$ cat src/hw/rtl/c3s_pkg.sv
package c3s_pkg;

  localparam int unsigned FRAME_WIDTH  = 64;
  localparam int unsigned FRAME_HEIGHT = 64;

  localparam int unsigned COL_W = $clog2(FRAME_WIDTH);
  localparam int unsigned ROW_W = $clog2(FRAME_HEIGHT);

  localparam int unsigned PIX_W      = 8;
  localparam int unsigned WGT_W      = 16;
  localparam int unsigned PROD_W     = PIX_W + 1 + WGT_W;
  localparam int unsigned SUM_W      = 28;
  localparam int unsigned LB_W       = 2 * PIX_W;
  localparam int unsigned CFG_IDX_W  = 2;
  localparam int unsigned CFG_DATA_W = 64;
  localparam int unsigned NUM_TAPS   = 9;

  localparam logic [CFG_IDX_W-1:0] CFG_WEIGHTS_FIRST = 2'd0;
  localparam logic [CFG_IDX_W-1:0] CFG_WEIGHTS_NEXT  = 2'd1;
  localparam logic [CFG_IDX_W-1:0] CFG_WEIGHT_LAST   = 2'd2;

  typedef struct packed {
    logic             en;
    logic [COL_W-1:0] addr;
    logic [LB_W-1:0]  data;
  } lb_wr_t;

endpackage

$ cat src/hw/rtl/c3s_line_buf.sv
module c3s_line_buf (
  input  logic                       clk_i,
  input  logic                       rd_en_i,
  input  logic [c3s_pkg::COL_W-1:0]  rd_addr_i,
  output logic [c3s_pkg::LB_W-1:0]   rd_data_o,
  input  c3s_pkg::lb_wr_t            wr_i
);

  logic [c3s_pkg::LB_W-1:0] mem_q [c3s_pkg::FRAME_WIDTH];
  logic [c3s_pkg::LB_W-1:0] rd_data_q;

  always_ff @(posedge clk_i) begin
    if (wr_i.en) begin
      mem_q[wr_i.addr] <= wr_i.data;
    end
    if (rd_en_i) begin
      // write-first on a same-column collision
      if (wr_i.en && (wr_i.addr == rd_addr_i)) begin
        rd_data_q <= wr_i.data;
      end else begin
        rd_data_q <= mem_q[rd_addr_i];
      end
    end
  end

  assign rd_data_o = rd_data_q;

endmodule

$ cat src/hw/rtl/c3s_mac_cell.sv
module c3s_mac_cell (
  input  logic                               clk_i,
  input  logic                               en_i,
  input  logic        [c3s_pkg::PIX_W-1:0]   pixel_i,
  input  logic signed [c3s_pkg::WGT_W-1:0]   weight_i,
  input  logic signed [c3s_pkg::SUM_W-1:0]   acc_i,
  output logic signed [c3s_pkg::SUM_W-1:0]   acc_o
);

  logic signed [c3s_pkg::PROD_W-1:0] prod;
  logic signed [c3s_pkg::SUM_W-1:0]  acc_d;
  logic signed [c3s_pkg::SUM_W-1:0]  acc_q;

  assign prod  = $signed({1'b0, pixel_i}) * weight_i;
  assign acc_d = acc_i + c3s_pkg::SUM_W'(prod);

  always_ff @(posedge clk_i) begin
    if (en_i) begin
      acc_q <= acc_d;
    end
  end

  assign acc_o = acc_q;

endmodule

$ cat src/hw/rtl/conv3x3_stream_top.sv
// an accepted word goes through the s1 registers, the tap cells and the output register
// throughput: one input word per cycle, set by the single line buffer port pair
// and the three-cell transposed tap chains; output stalls hold the whole pipe
// reset: position counters, weights and valid flags clear; line buffers are not
// cleared and hold no valid bits
module conv3x3_stream_top (
  input  logic                                 clk_i,
  input  logic                                 rst_ni,
  input  logic                                 cfg_valid_i,
  output logic                                 cfg_ready_o,
  input  logic [c3s_pkg::CFG_IDX_W-1:0]        cfg_index_i,
  input  logic [c3s_pkg::CFG_DATA_W-1:0]       cfg_data_i,
  input  logic                                 in_valid_i,
  output logic                                 in_ready_o,
  input  logic [c3s_pkg::PIX_W-1:0]            pixel_i,
  input  logic                                 frame_start_i,
  output logic                                 out_valid_o,
  input  logic                                 out_ready_i,
  output logic signed [c3s_pkg::SUM_W-1:0]     conv_sum_o,
  output logic                                 frame_last_o
);

  localparam int unsigned COL_W = c3s_pkg::COL_W;
  localparam int unsigned ROW_W = c3s_pkg::ROW_W;
  localparam int unsigned PIX_W = c3s_pkg::PIX_W;
  localparam int unsigned WGT_W = c3s_pkg::WGT_W;
  localparam int unsigned SUM_W = c3s_pkg::SUM_W;
  localparam int unsigned LB_W  = c3s_pkg::LB_W;

  logic [c3s_pkg::CFG_DATA_W-1:0] w_first_q;
  logic [c3s_pkg::CFG_DATA_W-1:0] w_next_q;
  logic [WGT_W-1:0]               w_last_q;
  logic signed [WGT_W-1:0]        tap_w [c3s_pkg::NUM_TAPS];

  logic [COL_W-1:0] col_q, col_d, col_cur;
  logic [ROW_W-1:0] row_q, row_d, row_cur;
  logic             at_last_col, at_last_row, produce, is_last;

  logic             adv, accept, cell_en;
  logic             s1_valid_q, s1_prod_q, s1_last_q;
  logic [PIX_W-1:0] s1_px_q;
  logic [COL_W-1:0] s1_col_q;
  logic             s2_valid_q, s2_last_q;
  logic             out_valid_q, out_last_q;
  logic signed [SUM_W-1:0] out_sum_q, sum_d;

  logic [LB_W-1:0]        rd_data;
  c3s_pkg::lb_wr_t        lb_wr;
  logic [PIX_W-1:0]       col_px [3];
  logic signed [SUM_W-1:0] acc_in [3][3];
  logic signed [SUM_W-1:0] acc    [3][3];

  // config
  assign cfg_ready_o = 1'b1;

  always_ff @(posedge clk_i or negedge rst_ni) begin
    if (!rst_ni) begin
      w_first_q <= '0;
      w_next_q  <= '0;
      w_last_q  <= '0;
    end else if (cfg_valid_i) begin
      case (cfg_index_i)
        c3s_pkg::CFG_WEIGHTS_FIRST: w_first_q <= cfg_data_i;
        c3s_pkg::CFG_WEIGHTS_NEXT:  w_next_q  <= cfg_data_i;
        c3s_pkg::CFG_WEIGHT_LAST:   w_last_q  <= cfg_data_i[WGT_W-1:0];
        default: ;
      endcase
    end
  end

  always_comb begin
    for (int k = 0; k < 4; k++) begin
      tap_w[k]     = $signed(w_first_q[WGT_W*k +: WGT_W]);
      tap_w[k + 4] = $signed(w_next_q[WGT_W*k +: WGT_W]);
    end
    tap_w[8] = $signed(w_last_q);
  end

  // handshake
  assign adv        = !out_valid_q || out_ready_i;
  assign accept     = in_valid_i && adv;
  assign in_ready_o = adv;
  assign cell_en    = adv && s1_valid_q;

  // position
  assign col_cur     = frame_start_i ? '0 : col_q;
  assign row_cur     = frame_start_i ? '0 : row_q;
  assign at_last_col = (col_cur == COL_W'(c3s_pkg::FRAME_WIDTH - 1));
  assign at_last_row = (row_cur == ROW_W'(c3s_pkg::FRAME_HEIGHT - 1));
  assign produce     = (row_cur >= ROW_W'(2)) && (col_cur >= COL_W'(2));
  assign is_last     = at_last_col && at_last_row;

  always_comb begin
    if (at_last_col) begin
      col_d = '0;
      row_d = at_last_row ? '0 : row_cur + ROW_W'(1);
    end else begin
      col_d = col_cur + COL_W'(1);
      row_d = row_cur;
    end
  end

  always_ff @(posedge clk_i or negedge rst_ni) begin
    if (!rst_ni) begin
      col_q       <= '0;
      row_q       <= '0;
      s1_valid_q  <= 1'b0;
      s2_valid_q  <= 1'b0;
      out_valid_q <= 1'b0;
    end else begin
      if (accept) begin
        col_q <= col_d;
        row_q <= row_d;
      end
      if (adv) begin
        s1_valid_q  <= in_valid_i;
        s2_valid_q  <= s1_valid_q && s1_prod_q;
        out_valid_q <= s2_valid_q;
      end
    end
  end

  always_ff @(posedge clk_i) begin
    if (adv) begin
      s1_px_q    <= pixel_i;
      s1_col_q   <= col_cur;
      s1_prod_q  <= produce;
      s1_last_q  <= is_last;
      s2_last_q  <= s1_last_q;
      out_sum_q  <= sum_d;
      out_last_q <= s2_last_q;
    end
  end

  // line buffers, upper row in the high byte
  assign lb_wr.en   = cell_en;
  assign lb_wr.addr = s1_col_q;
  assign lb_wr.data = {rd_data[PIX_W-1:0], s1_px_q};

  c3s_line_buf u_line_buf (
    .clk_i     (clk_i),
    .rd_en_i   (adv),
    .rd_addr_i (col_cur),
    .rd_data_o (rd_data),
    .wr_i      (lb_wr)
  );

  assign col_px[0] = rd_data[LB_W-1:PIX_W];
  assign col_px[1] = rd_data[PIX_W-1:0];
  assign col_px[2] = s1_px_q;

  // one transposed three-tap chain per window row
  for (genvar r = 0; r < 3; r++) begin : g_row
    for (genvar j = 0; j < 3; j++) begin : g_tap
      if (j == 0) begin : g_head
        assign acc_in[r][j] = '0;
      end else begin : g_link
        assign acc_in[r][j] = acc[r][j-1];
      end
      c3s_mac_cell u_cell (
        .clk_i    (clk_i),
        .en_i     (cell_en),
        .pixel_i  (col_px[r]),
        .weight_i (tap_w[r*3 + j]),
        .acc_i    (acc_in[r][j]),
        .acc_o    (acc[r][j])
      );
    end
  end

  assign sum_d = acc[0][2] + acc[1][2] + acc[2][2];

  assign out_valid_o  = out_valid_q;
  assign conv_sum_o   = out_sum_q;
  assign frame_last_o = out_last_q;

endmodule
$ cat config.mk
export PLATFORM = sky130hd
export DESIGN_NAME = conv3x3_stream_top
export DESIGN_NICKNAME = d
export VERILOG_FILES = /design/src/hw/rtl/c3s_pkg.sv /design/src/hw/rtl/c3s_line_buf.sv /design/src/hw/rtl/c3s_mac_cell.sv /design/src/hw/rtl/conv3x3_stream_top.sv
export SDC_FILE = /design/constraint.sdc
export NUM_CORES = 2
export LEC_CHECK = 0
export BUFFER_PORTS_ARGS = -buffer_cell sky130_fd_sc_hd__buf_2
export CORE_ASPECT_RATIO = 2
export CORE_MARGIN = 2
export CORE_UTILIZATION = 25
export DETAILED_ROUTE_END_ITERATION = 7
export REMOVE_ABC_BUFFERS = 1
export SLEW_MARGIN = 5
export SYNTH_ARGS = -nofsm -noshare
export SYNTH_HDL_FRONTEND = slang
export SYNTH_SLANG_ARGS = --single-unit
$ cat constraint.sdc
create_clock -name clk_i -period 29.2 [get_ports clk_i]
set_input_delay 1.46 -clock clk_i [delete_from_list [all_inputs] [get_ports clk_i]]
set_output_delay 1.46 -clock clk_i [all_outputs]
set_load 0.01 [all_outputs]
==> insert_results.sql <==
INSERT INTO impl_metrics (metric_group, metric, value, unit) VALUES
('sta', 'hold_viol_final', '0', ''),
('clocking', 'cts_tree', 'done', ''),
('drt', 'drc_violation_count_after_routing', '0', ''),
('place', 'gp_congestion', '0.880', ''),
('synthesis', 'synthCells', '8924', ''),
('sta', 'finClkSkew', '0.0796', 'ns'),
('job', 'drv_cap', '1', ''),
('layout', 'final_nets', '10700', ''),
('place', 'port-buffer-count', '110', ''),
('global_routing', 'antenna_found_initial', '24', ''),
('drt', 'total_wire_length_after_detailed_routing', '317000', 'um'),
('drt', 'detail_route.wl_per_cell', '21.7', 'um'),
('global_routing', 'grt_use_total', '15.0', '%'),
('layout', 'utilization', '28.0', '%'),
('sta', 'timing.max_slew.rel_slack', '0.121', '%'),
('critical_path', 'timing.critical_path.required', '29.76', 'ns'),
('clocking', 'clk_latency', '0.86', 'ns'),
('clocking', 'cts.sink_count', '1482', ''),
('clocking', 'clk_transition_reported_paths', '0.07', 'ns'),
('sta', 'finalMaxSlewViolations', '0', ''),
('sta', 'fin_crit_sh', '26.2', '%'),
('global_routing', 'via_count_of_the_first_global_routing_pass', '73900', ''),
('clocking', 'cts-root-to-sink-buffers', '4', ''),
('drt', 'antenna_left', '0', ''),
('layout', 'final_layout_size_suffix_gt1_share', '8.60', '%'),
('critical_path', 'critPathLaunchType', 'flop', ''),
('sta', 'tightestPinTransition', '1.48', 'ns'),
('clocking', 'cts_hold_repair.buffers', '0', ''),
('drt', 'routed-via-count', '67500', ''),
('synthesis', 'postSynth.topFlopCell', 'sky130_fd_sc_hd__edfxtp_1', ''),
('sta', 'worst_hold_slack', '0.426', 'ns'),
('drt', 'avgViaCountPerCell', '4.61', ''),
('clocking', 'numCtsBuffers', '145', ''),
('floorplanning', 'start_util', '25.1', '%'),
('sta', 'layout_min_cycle_time', '7.64', 'ns'),
('critical_path', 'cp-end-kind', 'flop', ''),
('floorplanning', 'floorplan.rows', '335', ''),
('synthesis', 'synthesis.area', '104000', 'um2'),
('global_routing', 'first_pass_grt_wire_length', '469000', 'um'),
('drt', 'drt-initial-drc-count', '4476', ''),
('synthesis', 'ys_types', '91', ''),
('clocking', 'clock_tree.htree_level_count', '4', ''),
('floorplanning', 'core_region_area', '416000', 'um2'),
('run_status', 'run_status', 'complete, but fails checks', ''),
('synthesis', 'yosys_register_bits', '1482', ''),
('global_routing', 'grt_max_degree', '153', ''),
('critical_path', 'crit_type', 'reg2reg', ''),
('floorplanning', 'die_height', '917', 'um'),
('sta', 'max_freq', '131', 'MHz'),
('place', 'dp_wirelength', '238000', 'um'),
('synthesis', 'count_of_flip_flops_with_a_built_in_enable_after_synthesis', '1323', ''),
('run_status', 'violated_checks', 'capacitance limit', ''),
('sta', 'timing.final.setup_violations', '0', ''),
('floorplanning', 'top_level_ports', '112', ''),
('global_routing', 'globalRouteOverflowTotal', '0', ''),
('clocking', 'post_cts.resized_instances', '0', ''),
('synthesis', 'synth_seq_area_share', '41.9', '%'),
('worst_hold_path', 'min-delay-path-class', 'reg2reg', ''),
('critical_path', 'critical_path.max_fanout', '52', ''),
('synthesis', 'synthArstFlopShare', '10.7', '%'),
('layout', 'layout_area_growth_over_synthesis', '11.6', '%'),
('critical_path', 'worst_ep_arrival_time', '8.20', 'ns'),
('floorplanning', 'fp.dieW', '461', 'um'),
('clocking', 'root_buffer', 'sky130_fd_sc_hd__clkbuf_16', ''),
('clocking', 'postCtsSetupRepairBufs', '0', ''),
('synthesis', 'yosys_warnings', '0', ''),
('sta', 'finalSetupTns', '0', 'ns'),
('sta', 'rsz0062_at_grt', 'false', ''),
('floorplanning', 'die-area', '423000', 'um2'),
('synthesis', 'syn_area_per_cell', '11.7', 'um2'),
('drt', 'dr.pass1.iters', '6', '');
[cell families after synthesis]
family / synth area share [%]
simple gates: 10.1
buf+inv: 6.96
other cells: 0.00360
xor+xnor: 2.00
flops: 41.9
mux: 4.04
fa+ha+maj: 27.4
compound gates: 7.58
[state kept, by name (all words and copies together) (netlist names)]
register                  count
col_q                         6
conv_sum_o                   28
frame_last_o                  1
g_row.g_tap.u_cell.acc_o    237
out_valid_o                   1
row_q                         6
s1_col_q                      6
s1_last_q                     1
s1_prod_q                     1
s1_px_q                       8
s1_valid_q                    1
s2_last_q                     1
s2_valid_q                    1
u_line_buf.mem_q           1024
u_line_buf.rd_data_o         16
w_first_q                    64
w_last_q                     16
w_next_q                     64
[final timing paths]
path                                          from                                  to  slack, ns  depth (start not counted)
max                        u_line_buf.rd_data_o[1]  g_row[1].g_tap[2].u_cell.acc_o[27]      21.56                         21
min                                      s2_last_q                        frame_last_o       0.43                          0
max reg2reg                u_line_buf.rd_data_o[1]  g_row[1].g_tap[2].u_cell.acc_o[27]      21.56                         21
min reg2reg                              s2_last_q                        frame_last_o       0.43                          0
max in group asynchronous                   rst_ni                       w_first_q[58]      27.28                          2
min in group asynchronous                   rst_ni                       w_first_q[31]       0.63                          1
[critical path, stage by stage, from the launching register on]
cell and delay [ns]:
sky130_fd_sc_hd__edfxtp_1 1.00, sky130_fd_sc_hd__buf_4 0.57, sky130_fd_sc_hd__buf_4 0.58, sky130_fd_sc_hd__nand2_1 0.17, sky130_fd_sc_hd__fa_1 0.54, sky130_fd_sc_hd__inv_1 0.06, sky130_fd_sc_hd__fa_1 0.50, sky130_fd_sc_hd__inv_1 0.06
sky130_fd_sc_hd__fa_1 0.54, sky130_fd_sc_hd__inv_1 0.05, sky130_fd_sc_hd__fa_1 0.47, sky130_fd_sc_hd__inv_1 0.05, sky130_fd_sc_hd__fa_1 0.47, sky130_fd_sc_hd__inv_1 0.04, sky130_fd_sc_hd__ha_1 0.21, sky130_fd_sc_hd__or4_1 0.50
sky130_fd_sc_hd__o22ai_1 0.31, sky130_fd_sc_hd__o21ai_1 0.18, sky130_fd_sc_hd__a21oi_1 0.30, sky130_fd_sc_hd__o21ai_1 0.18, sky130_fd_sc_hd__a2111oi_0 0.41, sky130_fd_sc_hd__nor3_1 0.09
[cell usage after synthesis, drive strengths merged, types with 59 or more instances]
cell,n,area [um2]
a21o,77,578
edfxtp,1323,39700
nor2b,71,444
ha,534,6680
clkbuf,291,1090
o221ai,80,713
mux2i,132,1320
o21ai,187,936
a31oi,59,369
nor2,297,1110
mux2,201,2260
and2,671,4200
a211oi,95,731
dfrtp,159,3980
buf,70,303
inv,1555,5840
xnor2,182,1590
fa,1093,21900
nand2,778,2920
nand3,73,365
nor3,74,370
o22ai,96,601
a21oi,254,1270
[final cells by class]
cell class,instances,area [um2]
diodes,8,20.0
clock buffers,173,3840
clock inverters,78,810
fillers,43200,299000
inverters,1557,5840
multi-input cells,5523,53400
flip-flops and latches,1482,43700
well taps,5560,6960
repair buffers,262,1750
[metal layers]
layer / vias to the layer above / part of all wire, % / track usage (%)
li1: 29800 / - / -
met2: 1914 / 54 / 28.9
met5: - / 0.012 / 0
met1: 34900 / 31 / 13.4
met3: 928 / 3.7 / 1.56
met4: 6 / 11 / 14.2
[stage by stage]
step	instances	cell area [um2]	setup WS, ns
5_1_grt	14600	116000	21.11
3_3_place_gp	14400	112000	21.61
4_1_cts	14600	116000	21.60
3_5_place_dp	14400	112000	21.60
6_report	14600	116000	21.56
2_1_floorplan	8562	103000	16.45
[cell usage in the layout, fill, tap and decap left out, types with 21 or more instances in the layout]
| master | synthesis | routed |
|---|---|---|
| sky130_fd_sc_hd__mux4_2 | 28 | 28 |
| sky130_fd_sc_hd__mux2i_1 | 132 | 132 |
| sky130_fd_sc_hd__inv_1 | 1552 | 1551 |
| sky130_fd_sc_hd__o21bai_1 | 25 | 25 |
| sky130_fd_sc_hd__a31oi_1 | 59 | 59 |
| sky130_fd_sc_hd__mux2_2 | 201 | 201 |
| sky130_fd_sc_hd__clkbuf_1 | 289 | 21 |
| sky130_fd_sc_hd__and3_1 | 48 | 48 |
| sky130_fd_sc_hd__o21ai_0 | 169 | 168 |
| sky130_fd_sc_hd__o221ai_1 | 78 | 78 |
| sky130_fd_sc_hd__nand2_1 | 778 | 776 |
| sky130_fd_sc_hd__xor2_1 | 56 | 56 |
| sky130_fd_sc_hd__clkbuf_16 | 0 | 149 |
| sky130_fd_sc_hd__nand3_1 | 73 | 73 |
| sky130_fd_sc_hd__o31ai_1 | 24 | 24 |
| sky130_fd_sc_hd__and2_1 | 670 | 669 |
| sky130_fd_sc_hd__nor3_1 | 74 | 74 |
| sky130_fd_sc_hd__o211ai_1 | 34 | 34 |
| sky130_fd_sc_hd__buf_2 | 29 | 108 |
| sky130_fd_sc_hd__a21oi_1 | 253 | 253 |
| sky130_fd_sc_hd__nand4_1 | 31 | 31 |
| sky130_fd_sc_hd__dfrtp_1 | 159 | 156 |
| sky130_fd_sc_hd__fa_1 | 1093 | 1093 |
| sky130_fd_sc_hd__xnor2_1 | 182 | 182 |
| sky130_fd_sc_hd__clkinv_1 | 2 | 21 |
| sky130_fd_sc_hd__o22ai_1 | 96 | 96 |
| sky130_fd_sc_hd__nand2b_1 | 26 | 21 |
| sky130_fd_sc_hd__a21o_1 | 77 | 77 |
| sky130_fd_sc_hd__buf_4 | 1 | 149 |
| sky130_fd_sc_hd__nor2b_1 | 71 | 70 |
| sky130_fd_sc_hd__o21a_1 | 45 | 45 |
| sky130_fd_sc_hd__nor2_1 | 297 | 265 |
| sky130_fd_sc_hd__edfxtp_1 | 1323 | 1323 |
| sky130_fd_sc_hd__a211oi_1 | 93 | 93 |
| sky130_fd_sc_hd__ha_1 | 534 | 534 |
| sky130_fd_sc_hd__nor2_2 | 0 | 32 |
| sky130_fd_sc_hd__a311oi_1 | 35 | 35 |
Power is left out: the tool's default activity adds up to more than one toggle a clock period on the data nets, which glitch-free logic cannot reach.
